--- config.mk ---
export PLATFORM = sky130hd
export DESIGN_NAME = uart_frame_receiver
export DESIGN_NICKNAME = d
export VERILOG_FILES = /design/src/hw/rtl/ufr_pkg.sv /design/src/hw/rtl/ufr_csr.sv /design/src/hw/rtl/ufr_core.sv /design/src/hw/rtl/ufr_out.sv /design/src/hw/rtl/uart_frame_receiver.sv
export SDC_FILE = /design/constraint.sdc
export NUM_CORES = 1
export LEC_CHECK = 0
export ABC_AREA = 1
export BUFFER_PORTS_ARGS = -buffer_cell sky130_fd_sc_hd__buf_2
export CORE_ASPECT_RATIO = 0.7
export CORE_UTILIZATION = 25
export DETAILED_ROUTE_END_ITERATION = 8
export SLEW_MARGIN = 20
export SYNTH_ARGS = -nofsm -noshare
export SYNTH_HDL_FRONTEND = slang
export SYNTH_SLANG_ARGS = --single-unit
--- constraint.sdc ---
create_clock -name clock -period 7.2 [get_ports clock]
set_input_delay 1.44 -clock clock [delete_from_list [all_inputs] [get_ports clock]]
set_output_delay 1.44 -clock clock [all_outputs]
set_load 0.1 [all_outputs]
--- src/hw/rtl/ufr_pkg.sv ---
// Shared types, constants and register codes for the UART frame receiver.
`default_nettype none

package ufr_pkg;

   // Parameter defaults
   localparam int COUNT_WIDTH_DEF   = 24;
   localparam int MAX_DATA_BITS_DEF = 9;

   // Register field widths
   localparam int PERIOD_W = 24;
   localparam int DBITS_W  = 4;
   localparam int STATUS_W = 2;

   // CSR bus
   localparam int CSR_ADDR_W = 4;
   localparam int CSR_DATA_W = 32;

   // Register indexes (byte address = 4 * index)
   localparam logic [1:0] REG_BIT_PERIOD = 2'd0;
   localparam logic [1:0] REG_DATA_BITS  = 2'd1;
   localparam logic [1:0] REG_FRAME_LEN  = 2'd2;

   // Register reset values
   localparam logic [PERIOD_W-1:0] BIT_PERIOD_RST = PERIOD_W'(104);
   localparam logic [DBITS_W-1:0]  DATA_BITS_RST  = DBITS_W'(8);
   localparam logic [PERIOD_W-1:0] FRAME_LEN_RST  = PERIOD_W'(1031);

   // Frame status codes
   localparam logic [STATUS_W-1:0] ST_OK       = 2'd0;
   localparam logic [STATUS_W-1:0] ST_NO_START = 2'd1;
   localparam logic [STATUS_W-1:0] ST_NO_STOP  = 2'd2;
   localparam logic [STATUS_W-1:0] ST_OVERRUN  = 2'd3;

   typedef struct packed {
      logic [PERIOD_W-1:0] bit_period;
      logic [DBITS_W-1:0]  data_bits;
      logic [PERIOD_W-1:0] frame_len;
   } cfg_type;

endpackage

`default_nettype wire

--- src/hw/rtl/ufr_csr.sv ---
// Configuration registers behind the APB-style port.
`default_nettype none

module ufr_csr (
   input  wire logic                           clock,
   input  wire logic                           reset,
   input  wire logic                           csr_psel,
   input  wire logic                           csr_penable,
   input  wire logic                           csr_pwrite,
   input  wire logic [ufr_pkg::CSR_ADDR_W-1:0] csr_paddr,
   input  wire logic [ufr_pkg::CSR_DATA_W-1:0] csr_pwdata,
   output      logic [ufr_pkg::CSR_DATA_W-1:0] csr_prdata,
   output      logic                           csr_pready,
   output      ufr_pkg::cfg_type               cfg
);
   import ufr_pkg::*;

   cfg_type    cfg_ff;
   logic [1:0] reg_idx;
   logic       wr_en;

   assign reg_idx    = csr_paddr[3:2];
   assign csr_pready = 1'b1;
   assign wr_en      = csr_psel && csr_penable && csr_pwrite;
   assign cfg        = cfg_ff;

   always_ff @(posedge clock) begin
      if (reset) begin
         cfg_ff.bit_period <= BIT_PERIOD_RST;
         cfg_ff.data_bits  <= DATA_BITS_RST;
         cfg_ff.frame_len  <= FRAME_LEN_RST;
      end else if (wr_en) begin
         unique case (reg_idx)
            REG_BIT_PERIOD: cfg_ff.bit_period <= csr_pwdata[PERIOD_W-1:0];
            REG_DATA_BITS:  cfg_ff.data_bits  <= csr_pwdata[DBITS_W-1:0];
            REG_FRAME_LEN:  cfg_ff.frame_len  <= csr_pwdata[PERIOD_W-1:0];
            default: ;
         endcase
      end
   end

   always_comb begin
      unique case (reg_idx)
         REG_BIT_PERIOD: csr_prdata = CSR_DATA_W'(cfg_ff.bit_period);
         REG_DATA_BITS:  csr_prdata = CSR_DATA_W'(cfg_ff.data_bits);
         REG_FRAME_LEN:  csr_prdata = CSR_DATA_W'(cfg_ff.frame_len);
         default:        csr_prdata = '0;
      endcase
   end

endmodule

`default_nettype wire

--- src/hw/rtl/ufr_core.sv ---
// Frame tracker: tick counter, bit sampler and frame-end result logic.
`default_nettype none

module ufr_core #(
   parameter int COUNT_WIDTH   = ufr_pkg::COUNT_WIDTH_DEF,
   parameter int MAX_DATA_BITS = ufr_pkg::MAX_DATA_BITS_DEF
) (
   input  wire logic                         clock,
   input  wire logic                         reset,
   input  wire ufr_pkg::cfg_type             cfg,
   input  wire logic                         accept,
   input  wire logic                         rx_level,
   output      logic                         res_valid,
   output      logic [MAX_DATA_BITS-1:0]     res_data,
   output      logic [ufr_pkg::STATUS_W-1:0] res_status
);
   import ufr_pkg::*;

   localparam int BI_W = $clog2(MAX_DATA_BITS + 3);
   localparam int SW_W = MAX_DATA_BITS;

   logic                   recv_ff, recv_in;
   logic [COUNT_WIDTH-1:0] tick_ff, tick_in;
   logic [COUNT_WIDTH-1:0] nst_ff, nst_in;
   logic [BI_W-1:0]        bi_ff, bi_in;
   logic [SW_W-1:0]        sw_ff, sw_in;
   logic [STATUS_W-1:0]    err_ff, err_in;
   logic                   last_ff;

   logic [COUNT_WIDTH-1:0] period, flen;
   logic [BI_W-1:0]        nb;
   logic [BI_W:0]          nb_p1;
   logic                   start, active, hit, frame_end;
   logic [BI_W-1:0]        k;
   logic [SW_W:0]          ones;
   logic [SW_W-1:0]        fill;
   logic [SW_W-1:0]        final_word;
   logic [STATUS_W-1:0]    final_err;

   assign period = COUNT_WIDTH'(cfg.bit_period);
   assign flen   = COUNT_WIDTH'(cfg.frame_len);

   // data_bits clipped to the shift register size
   assign nb    = ({1'b0, cfg.data_bits} > 5'(MAX_DATA_BITS)) ?
                  BI_W'(MAX_DATA_BITS) : BI_W'(cfg.data_bits);
   assign nb_p1 = {1'b0, nb} + 1'b1;

   always_comb begin
      start  = !recv_ff && last_ff && !rx_level;
      active = recv_ff || start;

      // tick bookkeeping
      if (start) begin
         tick_in = '0;
         nst_in  = period >> 1;
         bi_in   = '0;
         sw_in   = '0;
         err_in  = ST_OK;
      end else begin
         tick_in = recv_ff ? tick_ff + 1'b1 : tick_ff;
         nst_in  = nst_ff;
         bi_in   = bi_ff;
         sw_in   = sw_ff;
         err_in  = err_ff;
      end

      // scheduled sample: start bit, data bits LSB first, stop bit
      hit = active && (tick_in == nst_in) && ({1'b0, bi_in} <= nb_p1);
      if (hit) begin
         if (bi_in == '0) begin
            if (rx_level && err_in == ST_OK) err_in = ST_NO_START;
         end else if (bi_in <= nb) begin
            sw_in = (sw_in >> 1) | (SW_W'(rx_level) << (nb - 1'b1));
         end else begin
            if (!rx_level && err_in == ST_OK) err_in = ST_NO_STOP;
         end
         bi_in  = bi_in + 1'b1;
         nst_in = nst_in + period;
      end

      // pending data bits at frame end read as ones
      k          = (bi_in != '0 && bi_in <= nb) ? nb - bi_in + 1'b1 : '0;
      ones       = ~({(SW_W+1){1'b1}} << k);
      fill       = SW_W'(ones << (nb - k));
      final_word = (sw_in >> k) | fill;
      final_err  = (err_in != ST_OK) ? err_in :
                   (bi_in == '0) ? ST_NO_START : ST_OK;

      frame_end = active && (tick_in == flen);
      recv_in   = active && !frame_end;

      res_valid = accept && frame_end;
      if (!rx_level) begin
         res_status = ST_OVERRUN;
         res_data   = '0;
      end else begin
         res_status = final_err;
         res_data   = (final_err == ST_OK) ? final_word : '0;
      end
   end

   always_ff @(posedge clock) begin
      if (reset) begin
         recv_ff <= 1'b0;
         tick_ff <= '0;
         nst_ff  <= '0;
         bi_ff   <= '0;
         sw_ff   <= '0;
         err_ff  <= ST_OK;
         last_ff <= 1'b1;
      end else if (accept) begin
         recv_ff <= recv_in;
         tick_ff <= tick_in;
         nst_ff  <= nst_in;
         bi_ff   <= bi_in;
         sw_ff   <= sw_in;
         err_ff  <= err_in;
         last_ff <= rx_level;
      end
   end

endmodule

`default_nettype wire

--- src/hw/rtl/ufr_out.sv ---
// Result register with one skid slot.
`default_nettype none

module ufr_out #(
   parameter int DATA_W = ufr_pkg::MAX_DATA_BITS_DEF
) (
   input  wire logic                         clock,
   input  wire logic                         reset,
   input  wire logic                         res_valid,
   input  wire logic [DATA_W-1:0]            res_data,
   input  wire logic [ufr_pkg::STATUS_W-1:0] res_status,
   output      logic                         full,
   output      logic                         rsp_valid,
   input  wire logic                         rsp_stall,
   output      logic [DATA_W-1:0]            rsp_data_word,
   output      logic [ufr_pkg::STATUS_W-1:0] rsp_frame_status
);
   import ufr_pkg::*;

   logic                out_vld_ff;
   logic [DATA_W-1:0]   out_data_ff;
   logic [STATUS_W-1:0] out_st_ff;
   logic                skid_vld_ff;
   logic [DATA_W-1:0]   skid_data_ff;
   logic [STATUS_W-1:0] skid_st_ff;
   logic                open;

   assign open             = !out_vld_ff || !rsp_stall;
   assign full             = skid_vld_ff;
   assign rsp_valid        = out_vld_ff;
   assign rsp_data_word    = out_data_ff;
   assign rsp_frame_status = out_st_ff;

   always_ff @(posedge clock) begin
      if (reset) begin
         out_vld_ff  <= 1'b0;
         skid_vld_ff <= 1'b0;
      end else if (open) begin
         if (skid_vld_ff) begin
            out_vld_ff  <= 1'b1;
            skid_vld_ff <= 1'b0;
         end else begin
            out_vld_ff  <= res_valid;
         end
      end else if (res_valid) begin
         skid_vld_ff <= 1'b1;
      end
   end

   // payload
   always_ff @(posedge clock) begin
      if (open) begin
         out_data_ff <= skid_vld_ff ? skid_data_ff : res_data;
         out_st_ff   <= skid_vld_ff ? skid_st_ff : res_status;
      end
      if (!open && res_valid) begin
         skid_data_ff <= res_data;
         skid_st_ff   <= res_status;
      end
   end

endmodule

`default_nettype wire

--- src/hw/rtl/uart_frame_receiver.sv ---
// Top level of the 8N1-style UART frame receiver.
`default_nettype none

// One receive-line sample is taken as a beat on the req_ channel every cycle
// the block is not stalling, so the sustained rate is one sample per clock.
// A falling edge while idle starts a frame; the start bit is checked at half
// a bit period, data bits are shifted in LSB first every bit period, then the
// stop bit is checked. When the tick count since the edge reaches the frame
// length register, one result beat (data_word, frame_status) is produced; it
// is registered in the result register, or in the skid slot while that one
// is stalled. The result register plus one skid slot let sampling continue
// while a result waits; req_stall rises only when both slots hold undelivered
// results. All timing is set by the tick counter and its compare against the
// bit period and frame length registers; software programs those in samples.

module uart_frame_receiver #(
   parameter int COUNT_WIDTH   = ufr_pkg::COUNT_WIDTH_DEF,
   parameter int MAX_DATA_BITS = ufr_pkg::MAX_DATA_BITS_DEF
) (
   input  wire logic                           clock,
   input  wire logic                           reset,
   // sample channel
   input  wire logic                           req_valid,
   output      logic                           req_stall,
   input  wire logic                           req_rx_level,
   // result channel
   output      logic                           rsp_valid,
   input  wire logic                           rsp_stall,
   output      logic [MAX_DATA_BITS-1:0]       rsp_data_word,
   output      logic [ufr_pkg::STATUS_W-1:0]   rsp_frame_status,
   // configuration
   input  wire logic                           csr_psel,
   input  wire logic                           csr_penable,
   input  wire logic                           csr_pwrite,
   input  wire logic [ufr_pkg::CSR_ADDR_W-1:0] csr_paddr,
   input  wire logic [ufr_pkg::CSR_DATA_W-1:0] csr_pwdata,
   output      logic [ufr_pkg::CSR_DATA_W-1:0] csr_prdata,
   output      logic                           csr_pready
);
   import ufr_pkg::*;

   cfg_type                cfg;
   logic                   accept;
   logic                   res_valid;
   logic [MAX_DATA_BITS-1:0] res_data;
   logic [STATUS_W-1:0]    res_status;
   logic                   out_full;

   // Stall only when result register and skid slot are both occupied.
   assign req_stall = out_full;
   assign accept    = req_valid && !req_stall;

   ufr_csr u_csr (
      .clock       (clock),
      .reset       (reset),
      .csr_psel    (csr_psel),
      .csr_penable (csr_penable),
      .csr_pwrite  (csr_pwrite),
      .csr_paddr   (csr_paddr),
      .csr_pwdata  (csr_pwdata),
      .csr_prdata  (csr_prdata),
      .csr_pready  (csr_pready),
      .cfg         (cfg)
   );

   // Per-sample frame tracking; result computed in the same cycle.
   ufr_core #(
      .COUNT_WIDTH   (COUNT_WIDTH),
      .MAX_DATA_BITS (MAX_DATA_BITS)
   ) u_core (
      .clock      (clock),
      .reset      (reset),
      .cfg        (cfg),
      .accept     (accept),
      .rx_level   (req_rx_level),
      .res_valid  (res_valid),
      .res_data   (res_data),
      .res_status (res_status)
   );

   // Output register and skid slot.
   ufr_out #(
      .DATA_W (MAX_DATA_BITS)
   ) u_out (
      .clock            (clock),
      .reset            (reset),
      .res_valid        (res_valid),
      .res_data         (res_data),
      .res_status       (res_status),
      .full             (out_full),
      .rsp_valid        (rsp_valid),
      .rsp_stall        (rsp_stall),
      .rsp_data_word    (rsp_data_word),
      .rsp_frame_status (rsp_frame_status)
   );

endmodule

`default_nettype wire
Word level (Yosys, flattened, before mapping)
Index checks and enable logic that the tools add are counted.

Multiplexer cells: 27. $add $sub $neg: 8. Reductions and logical operators: 34. Shift operators: 4. Eq/ne operators: 4. $lt $le $gt $ge: 4. Bitwise gates (word level): 3.

Operators with widths (number): $mux W24 (4); $pmux W24 S3 (1); $mux W9 (7); $eq A24 B24 Y1 (2); $add A24 B1 Y24 const B (1); $add A24 B24 Y24 (1); $mux W2 (9); $mux W4 (4); $logic_and A1 B1 Y1 (14); $not A10 Y10 (1); $shl A10 B4 Y10 const A (1); $shl A10 B4 Y9 (1); $or A8 B9 Y9 (1); $or A9 B9 Y9 (1); $shl A1 B4 Y9 (1); $shr A9 B4 Y9 (1); $add A4 B1 Y4 const B (2); $le A4 B4 Y1 (2); $logic_not A4 Y1 (2); $sub A4 B4 Y4 (2); $logic_not A1 Y1 (7); $logic_not A2 Y1 (3); $reduce_and A2 Y1 (3); $add A4 B1 Y5 const B (1); 10 further kinds (12).

Input port bits: 44. Register bits after elaboration: 141. Output and inout port bits: 46.

Longest topological paths before layout
Gate-level depths: netlist of the first run.

Depth after elaboration: 18. Depth in mapped cells: 46. Depth with buffers taken out: 44.

By module
From an unflattened synthesis of the first run, not the netlist that was laid out.

Cells, all modules: 1656. Area, all modules: 10834.1 µm².

By module, submodules not included: ufr_core (cells an instance 1224, times used 1, area each 7357.1 µm²); ufr_csr (cells an instance 362, times used 1, area each 2560.0 µm²); ufr_out (cells an instance 68, times used 1, area each 907.1 µm²); uart_frame_receiver (cells an instance 2, times used 1, area each 10.0 µm²).

Least setup slack after synthesis of the first run
No wires, ideal clock.

Path kind: input -> register. From: input req_rx_level. To: register u_out.out_data_ff[8], in the netlist u_out.rsp_data_word[8], data pin. Required time: 6.947 ns. Arrival: 6.672 ns. Stages: 41. Library setup time: 0.253 ns. Path slack: 0.275 ns. Path buffers: 5. Path through: inv_2 > nand3_4 > buf_2 > buf_2 > buf_2 > nand2_1 > inv_1 > ha_1 > nand2_1 > inv_1 > nand2_1 > nand2_1 > nand2_1 > nand2_1 > nor2_1 > nand3_1 > nor2_1 > nand2_1 > [... 5 more ...] > inv_1 > ha_1 > nand3_1 > o21ai_1 > nand3_4 > inv_4 > ha_1 > inv_1 > fa_1 > clkbuf_1 > inv_1 > buf_2 > nand4_1 > nor2_1 > nor2_1 > nand3_1 > nand3_1 > nand2_1.

Cells in the longest elaborated chain, start to end: 17.

Ends and longest elaborated chain: from (decl) (RTL line uart_frame_receiver.sv:25) `input wire logic req_rx_level,`; parallel branches: the longest is 15 deep, another holds $le A4 B5 Y1; $mux W9 * (RTL line ufr_core.sv:93) `if (!rx_level) begin`; $mux W9 * (RTL line ufr_out.sv:53) `out_data_ff <= skid_vld_ff ? skid_data_ff : res_data;`; to (signal assigned) (RTL line ufr_out.sv:53); to (decl) (RTL line ufr_out.sv:21) `logic [DATA_W-1:0] out_data_ff;`.

Every way passes the cells marked *. A chain may end at the register's enable or synchronous reset.

Worst setup path after layout of the first run
From: input req_rx_level. To: register u_out.out_data_ff[7], in the netlist u_out.rsp_data_word[7], data pin.

The elaborated chain is that of the path after synthesis.

==> impl_metrics.toml, run 1 <==
[routing]
viasPerCell = 4.96
drcViolationCount = 0
ant_nets = 0
drt_pass1_iterations = 5
drtIter0Drc = 1389
vias = 11200
wl_per_cell_um = 16.9
drt-total-wl_um = 38200

[final_layout]
final_net_count = 1789
drive_above_1_share_pct = 12.2
n_antenna_cell = 0
syn2layout_area_growth_pct = 15.2

[sta]
setup_viol_count_final = 0
slew_headroom_pct = 34.4
drv_slew = 0
period_minus_slack_ns = 6.55
final.setup_skew_ns = 0.0164
fin_crit_sh_pct = 91.0
hold_viol = 0
tns_ns = 0
fmax_mhz = 153
holdWs_ns = 0.463
tightest_slew_ns = 0.978
rsz0062_at_grt = "no"

[die]
core_um2 = 41400
ios = 90
die_y_um = 174
die_w_um = 248
start_util_pct = 25.6
row_count = 62
dieArea_um2 = 43300

[outcome]
status = "completed"

[clocking]
h-tree-depth = 4
postCtsSetupBuffers = 0
clock-root-buffer = "clkbuf_16"
cts.sinks = 141
clkTransAtPathRegs_ns = 0.07
cts_buffer_depth = 2
postCtsHoldBufs = 0
tritoncts = "built"
postCtsResizedCells = 0
worstSkewPairLatency_ns = 0.46
cts_buffers = 17

[worst_setup_path]
slowest_stage = "fa_1"
path_common_cell = "nand2_1"
critPathRequiredTime_ns = 7.40
cp_slowest_stage_delay_ns = 0.43
cp_max_fo = 6
reg2regPathDepth = 42
end_kind = "register"
cp-start-kind = "input pin"
arrival_ns = 6.75
path_class = "input pin to register"

[synthesis]
yosysUniqueCellTypes = 53
synthCells = 1629
seq_area_frac_synth_pct = 28.7
yosysWarnings = 0
ys_seq_elements = 141
syn_area_um2 = 10600
synth_enable_flop_cells = 22
synthArstFlopShare_pct = 0
ys.flop_type = "dfxtp_1"
avgSynthCellArea_um2 = 6.51

[placed_design]
port_buffers = 70
gp_congestion = 0.971
dp.final_hpwl_um = 29000

[run]
maxCapViolations = 0

[hold_path]
min_path_cells = 2
hp-class = "register to register"

[power]
ir_drop_mv = 0.177
p_leak_nw = 5.67
powerDensity_nw_per_um2 = 200
total_power_mw = 2.44

[global_route]
grt_util_all_layers_pct = 17.9
grt_pass1_vias = 9989
grt_pass1_wl_um = 58500
grt_max_degree = 91
grt_antenna_before_repair = 0
grt.overflow.total = 0
cells in the mapped netlist, types with 4 or more instances:
library cell / n / share of area [%]
nand2_1: 405 / 14
inv_1: 193 / 6.8
a21oi_1: 143 / 6.7
o21ai_0: 127 / 6.0
nand3_1: 125 / 5.9
dfxtp_1: 119 / 22
nor2_1: 114 / 4.0
ha_1: 46 / 5.4
clkbuf_1: 39 / 1.4
nand4_1: 34 / 2.0
o211ai_1: 32 / 2.3
xor2_1: 27 / 2.2
edfxtp_1: 22 / 6.2
o21ai_1: 20 / 0.94
buf_4: 14 / 0.99
o22ai_1: 13 / 0.77
nor2_2: 12 / 0.71
nand2_2: 10 / 0.59
buf_2: 9 / 0.42
inv_2: 9 / 0.32
nand3_2: 9 / 0.85
a31oi_1: 8 / 0.47
nor3_1: 8 / 0.38
o21ai_2: 8 / 0.66
o221ai_1: 7 / 0.58
xnor2_1: 7 / 0.58
buf_6: 5 / 0.53
nand3_4: 5 / 0.83
nor2_4: 5 / 0.53
o21a_1: 5 / 0.35
o21bai_1: 4 / 0.28
logic make-up (layout without fill, tap and decap cells):
kind of cell               Yosys count  in the layout  synth area share, %
xor gates and xnor gates            34             34                 2.81
buffers and inverters              276            349                 10.7
and+or+nand+nor                    737            737                 30.8
other                                2              9               0.0708
adders and majority gates           49             49                 5.99
AOI/OAI and AO/OA                  390            390                 21.0
DFF                                141            141                 28.7
sequential cells by signal (all words and copies together) (netlist names), 2 cells and up:
| register | count |
|---|---|
| u_csr.cfg | 52 |
| u_core.nst_ff | 24 |
| u_core.tick_ff | 24 |
| u_core.sw_ff | 9 |
| u_out.rsp_data_word | 9 |
| u_out.skid_data_ff | 9 |
| u_core.bi_ff | 4 |
| u_core.err_ff | 2 |
| u_out.rsp_frame_status | 2 |
| u_out.skid_st_ff | 2 |
layer usage:
metal  global-route usage (%)  routed length, um  vias up  part of all wire, %
li1                         -                  -     5573                    -
met1                     27.6              19500     5117                   51
met2                     23.7              14500      460                   38
met3                     4.76               3530       36                  9.2
met4                     4.22                587        0                  1.5
met5                        0                  0        -                    0
through the flow:
step | setup slack, ns | std cells | util [%] | cell area [um^2]
floorplan | 0.275 | 1636 | - | 10600
global placement | 0.347 | 2221 | 28.1 | 11600
detailed placement | 0.263 | 2221 | 28.1 | 11600
CTS | 0.726 | 2253 | 29.5 | 12200
global route | 0.141 | 2253 | 29.5 | 12200
finish | 0.651 | 2253 | 29.5 | 12200
area by class of cell:
type	instances	area, um^2
Clock buffer	17	425
Clock inverter	15	145
Fill cell	4589	29200
Inverter	206	776
Multi-Input combinational cell	1219	6450
Sequential cell	141	3040
Tap cell	544	681
Timing Repair Buffer	111	696
critical path: cells and delay by family:
kind                     cells  cell delay [ns]
AND/OR/NAND/NOR             23             2.55
adder cells (fa/ha/maj)      5             1.50
buffers and inverters        8             0.69
AO/OA/AOI/OAI                3             0.39
XOR/XNOR                     1             0.17
power breakdown:
part	leakage [nW]	internal (mW)	switching (mW)
registers	1.19	0.832	0.0265
logic	4.19	0.195	0.497
clock network	0.284	0.460	0.433
cells in the final DEF, fill, tap and decap left out, types with 4 or more instances in the layout:
cell type | netlist | final
nand2_1 | 405 | 405
inv_1 | 193 | 191
a21oi_1 | 143 | 143
o21ai_0 | 127 | 127
nand3_1 | 125 | 125
dfxtp_1 | 119 | 119
nor2_1 | 114 | 114
buf_2 | 9 | 70
ha_1 | 46 | 46
buf_4 | 14 | 38
nand4_1 | 34 | 34
o211ai_1 | 32 | 32
xor2_1 | 27 | 27
edfxtp_1 | 22 | 22
o21ai_1 | 20 | 20
clkbuf_16 | 0 | 17
o22ai_1 | 13 | 13
nor2_2 | 12 | 12
inv_2 | 9 | 11
nand2_2 | 10 | 10
nand3_2 | 9 | 9
conb_1 | 2 | 9
o21ai_2 | 8 | 8
nor3_1 | 8 | 8
a31oi_1 | 8 | 8
o221ai_1 | 7 | 7
xnor2_1 | 7 | 7
inv_6 | 0 | 6
nand3_4 | 5 | 5
nor2_4 | 5 | 5
o21a_1 | 5 | 5
o21bai_1 | 4 | 4
inv_8 | 0 | 4
worst paths after layout:
kind / from / end / slack, ns
worst max register to register: u_csr.cfg[25]$_SDFFE_PP0P_ / u_out.rsp_data_word[7]$_DFFE_PP_ / 0.93
worst min-delay path: u_core.nst_ff[21]$_SDFFE_PP0P_ / u_core.nst_ff[21]$_SDFFE_PP0P_ / 0.46
worst min register to register: u_core.nst_ff[21]$_SDFFE_PP0P_ / u_core.nst_ff[21]$_SDFFE_PP0P_ / 0.46
worst max-delay path: req_rx_level / u_out.rsp_data_word[7]$_DFFE_PP_ / 0.65
No activity file was read; power rests on OpenSTA's default activity.
==> run 2: changes to the inputs <==
Settings changed: SYNTH_HIERARCHICAL set to 1.
==> impl_metrics.toml, run 2 <==
[placed_design]
dp.final_hpwl_um = 27000
gp_congestion = 0.944
pre_cts_slack_ns = 0.388
port_buffers = 70

[worst_setup_path]
cp_top_family = "simple AND/OR/NAND/NOR gates"
cp-start-kind = "input pin"
path_common_cell = "nand2_1"
slowest_stage = "fa_1"
cp_slowest_stage_delay_ns = 0.57
end_kind = "register"
arrival_ns = 6.69
cp.buffers_inverters = 8
path_class = "input pin to register"
cp_max_fo = 21
rrSetupSlack_ns = 0.85
critPathRequiredTime_ns = 7.47

[sta]
drv_slew = 0
final.setup_skew_ns = 0.0114
period_minus_slack_ns = 6.42
slew_headroom_pct = 32.1
worst_slack_ns = 0.783
setup_viol_count_final = 0
rsz0062_at_grt = "no"
fmax_mhz = 156
hold_viol = 0
tns_ns = 0
tightest_slew_ns = 1.01
fin_crit_sh_pct = 89.1

[die]
ios = 90
dieArea_um2 = 44200
core_um2 = 42600
die_y_um = 176
start_util_pct = 25.5
row_count = 63
die_w_um = 251

[synthesis]
synth_common_cells = "nand2_1 (406), nor2_1 (183), inv_1 (182)"
yosys.area_share.simple_pct = 35.2
synth_enable_flop_cells = 22
synth_top_family_by_area = "simple AND/OR/NAND/NOR gates"
yosys-top-cells-area = "dfxtp_1 (22%), nand2_1 (14%), nand3_1 (7.9%), nor2_1 (6.3%), inv_1 (6.3%)"
synth_top_area_share_pct = 22.0
synthArstFlopShare_pct = 0
yosysTopAreaCell = "dfxtp_1"
avgSynthCellArea_um2 = 6.54
ys.flop_type = "dfxtp_1"
seq_area_frac_synth_pct = 28.1
ys_seq_elements = 141
synth_xor_area_share_pct = 3.15
yosysWarnings = 6
synthCells = 1656
muxShareOfSynthArea_pct = 0.0924
yosysMostFrequentCell = "nand2_1"
syn_area_um2 = 10800
yosysUniqueCellTypes = 57
synth_fa_ha_area_share_pct = 5.87
synth_compound_area_share_pct = 16.0

[global_route]
grt_antenna_before_repair = 1
grt_max_degree = 69
grt_pass1_vias = 10100
grt_pass1_wl_um = 56200
grt.overflow.total = 0
grt_util_all_layers_pct = 16.3

[final_layout]
largest_register_ffs = 52
final_cell_mix = "nand2_1 (406), nor2_1 (183), inv_1 (182), nand3_1 (171), dfxtp_1 (119)"
drive_above_1_share_pct = 11.4
syn2layout_area_growth_pct = 12.8
utilization_pct = 28.7
num-fill-cells = 4684
final_net_count = 1801
final_common_cell = "nand2_1"
n_antenna_cell = 0

[outcome]
status = "completed"

[clocking]
cts_buffers = 17
tritoncts = "built"
h-tree-depth = 4
postCtsResizedCells = 0
postCtsHoldBufs = 0
clkTransAtPathRegs_ns = 0.06
worstSkewPairLatency_ns = 0.45
cts_buffer_depth = 2
cts.sinks = 141
clock-root-buffer = "clkbuf_16"
postCtsSetupBuffers = 0

[routing]
drcViolationCount = 0
drt_pass1_iterations = 6
viasPerCell = 4.98
vias = 11300
ant_nets = 0
drtIter0Drc = 1139
wl_per_cell_um = 15.8
drt-total-wl_um = 35800

[power]
ir_drop_mv = 0.178
powerDensity_nw_per_um2 = 197
p_leak_nw = 5.65

[run]
maxCapViolations = 0

[hold_path]
hp-class = "register to register"
[run 2: changes by cell type in the layout (fill, tap and decap cells not counted), sizes merged, moves of 12 or more]
cell | previous run | this run
a22o | 3 | 20
o21ai | 155 | 111
buf | 111 | 99
nor2 | 131 | 201
o211ai | 34 | 19
a21oi | 143 | 110
nand3 | 139 | 180
inv | 213 | 194
[run 2: layout make-up]
cell class              instances  area [um^2]  area share, %
flip-flops and latches        141         3040           24.9
repair buffers                 99          568           4.65
multi-input cells            1255         6580           53.8
clock inverters                 8          105          0.860
well taps                     552          691           5.65
inverters                     194          728           5.96
clock buffers                  22          505           4.14
[run 2: metal layers]
layer / wire length [um] / GRT usage (%)
met4: 533 / 4.40
met1: 17800 / 24.7
met5: 0 / 0
met2: 14200 / 22.8
met3: 3250 / 3.29
[run 2: kinds of logic after synthesis]
kind of cell / Yosys count
and+or+nand+nor: 861
AOI/OAI and AO/OA: 296
buffers and inverters: 267
DFF: 141
adders and majority gates: 49
xor gates and xnor gates: 39
other: 2
muxes: 1
[run 2: worst paths after layout]
path | startpoint | endpoint | depth (start not counted)
worst max-delay path | req_rx_level | u_out/rsp_data_word[3]$_DFFE_PP_ | 34
worst min-delay path | u_core/nst_ff[22]$_SDFFE_PP0P_ | u_core/nst_ff[22]$_SDFFE_PP0P_ | 2
worst max register to register | u_csr/cfg[25]$_SDFFE_PP0P_ | u_out/rsp_data_word[3]$_DFFE_PP_ | 37
worst min register to register | u_core/nst_ff[22]$_SDFFE_PP0P_ | u_core/nst_ff[22]$_SDFFE_PP0P_ | 2
[run 2: through the flow]
stage / std cells / hold WS (ns) / power [mW] / cell area [um^2]
after CTS: 2271 / 0.464 / 2.41 / 12200
after global placement: 2241 / 0.449 / 1.48 / 11600
final: 2271 / 0.465 / 2.41 / 12200
after floorplan: 1663 / 0.441 / 1.35 / 10900
after detailed placement: 2241 / 0.455 / 1.48 / 11600
after global routing: 2271 / 0.480 / 2.52 / 12200
[run 2: worst reg2reg max path: cells and delay by family, from the launching register on]
| family | cells | cell delay [ns] |
|---|---|---|
| AND/OR/NAND/NOR | 19 | 2.39 |
| AO/OA/AOI/OAI | 6 | 0.84 |
| buffers and inverters | 6 | 0.85 |
| XOR/XNOR | 1 | 0.17 |
| adder cells (fa/ha/maj) | 5 | 1.60 |
| flip-flops | 1 | 0.35 |
[run 2: report_power, final]
group / switching (mW) / internal, mW
Clock: 0.364 / 0.564
Combinational: 0.445 / 0.175
Sequential: 0.0291 / 0.831
Total: 0.838 / 1.57
==> run 3: changes to the inputs <==
Clock period 7.2 ns to 5.2 ns, I/O delays scaled along.
==> impl_metrics.toml, run 3 (synthesis gave the netlist of run 2 again) <==
[outcome]
violations = "negative setup slack"
status = "finished, violations left"

[sta]
hold_viol = 0
setup_viol_count_final = 8
slew_headroom_pct = 31.8
tns_ns = -0.460
drv_slew = 0
worst_slack_ns = -0.0968
fmax_mhz = 189
period_minus_slack_ns = 5.30
holdWs_ns = 0.469
rsz0062_at_grt = "yes"
fin_crit_sh_pct = 102
tightest_slew_ns = 1.02
final.setup_skew_ns = 0.0110

[final_layout]
n_antenna_cell = 0
final_net_count = 1988
stdcell_count = 2460
utilization_pct = 33.3
multi_input_area_um2 = 7020
final_cell_mix = "nand2_1 (383), buf_4 (209), nor2_1 (174), inv_1 (169), nand3_1 (161)"
regArea_um2 = 3050
syn2layout_area_growth_pct = 30.9
num-fill-cells = 4556
final_common_cell = "nand2_1"
largest_register_ffs = 52
drive_above_1_share_pct = 24.7
final_area_um2 = 14200

[clocking]
cts.sinks = 141
cts_buffer_depth = 2
clkTransAtPathRegs_ns = 0.07
worstSkewPairLatency_ns = 0.45
postCtsHoldBufs = 0
h-tree-depth = 4
tritoncts = "built"
cts_buffers = 17
clock-root-buffer = "clkbuf_16"

[power]
ir_drop_mv = 0.201
total_power_mw = 3.55
powerDensity_nw_per_um2 = 251
p_leak_nw = 6.65

[worst_setup_path]
reg2regPathDepth = 29
cp-start-kind = "input pin"
slowest_stage = "fa_1"
arrival_ns = 5.58
end_kind = "register"
cp_slowest_stage_delay_ns = 0.57
critPathRequiredTime_ns = 5.48
cp_max_fo = 10
path_class = "input pin to register"
path_common_cell = "nand2_2"

[global_route]
grt.overflow.total = 0
grt_antenna_before_repair = 0
grt_util_all_layers_pct = 18.0
grt_max_degree = 69
grt_pass1_wl_um = 61800
grt_pass1_vias = 11100

[placed_design]
port_buffers = 70
gp_congestion = 0.966
dp_cells = 2416
dp.final_hpwl_um = 31400
pre_cts_slack_ns = -0.827
place_area_um2 = 13100

[die]
start_util_pct = 25.5
ios = 90
dieArea_um2 = 44200
row_count = 63
die_w_um = 251
die_y_um = 176
core_um2 = 42600

[routing]
drt_pass1_iterations = 5
drt-total-wl_um = 40100
drcViolationCount = 0
ant_nets = 0
vias = 12100
wl_per_cell_um = 16.3
drtIter0Drc = 1285
viasPerCell = 4.93

[hold_path]
min_path_cells = 2
hp-class = "register to register"

[run]
maxCapViolations = 0
run 3: changes by cell type in the layout (fill, tap and decap cells not counted), moves of 7 or more:
cell / before / now
nor2_1: 183 / 174
a21oi_2: 2 / 12
nand2_1: 406 / 383
buf_4: 29 / 209
ha_4: 0 / 10
nand3_2: 7 / 17
nand2_4: 2 / 9
a21oi_1: 108 / 97
nand2_2: 9 / 25
ha_1: 46 / 36
inv_1: 182 / 169
nand3_1: 171 / 161
run 3: worst paths after layout:
check / start / to / slack (ns)
max reg2reg: u_core/tick_ff[3]$_SDFFE_PP0P_ / u_out/rsp_data_word[0]$_DFFE_PP_ / -0.07
min: u_core/nst_ff[9]$_SDFFE_PP0P_ / u_core/nst_ff[9]$_SDFFE_PP0P_ / 0.47
min reg2reg: u_core/nst_ff[9]$_SDFFE_PP0P_ / u_core/nst_ff[9]$_SDFFE_PP0P_ / 0.47
max: req_rx_level / u_out/rsp_data_word[0]$_DFFE_PP_ / -0.1
run 3: repair_timing:
action / CTS / global route
pin swaps: 23 / 17
hold endpoints to repair: 0 / 0
gates resized for setup: 39 / 60
setup endpoints to repair: 18 / 18
gates cloned: 1 / 0
buffers inserted: 6 / 6
run 3: power by group:
group	switching, mW	total (mW)	internal (mW)
combinational	0.692	1.10	0.403
sequential	0.0408	1.19	1.15
clock	0.555	1.27	0.712
total	1.29	3.55	2.27
run 3: worst max-delay path: cells and delay by family:
| kind | cells | cell delay, ns |
|---|---|---|
| XOR/XNOR | 1 | 0.15 |
| buffers and inverters | 7 | 0.69 |
| adder cells (fa/ha/maj) | 4 | 1.22 |
| AND/OR/NAND/NOR | 19 | 2.04 |
| AO/OA/AOI/OAI | 3 | 0.42 |
run 3: layout make-up:
type / count / area share (%)
multi-input combinational: 1255 / 49.5
sequential: 141 / 21.5
timing repair buffer: 286 / 14.5
inverter: 194 / 5.43
tap: 552 / 4.87
clock buffer: 20 / 3.30
clock inverter: 12 / 0.874
run 3: metal layers:
metal | global-route usage (%) | part of all wire, % | up-vias
li1 | - | - | 5954
met1 | 27.5 | 50 | 5723
met2 | 25.8 | 41 | 429
met3 | 3.38 | 7.9 | 21
met4 | 3.63 | 0.99 | 0
met5 | 0 | 0 | -
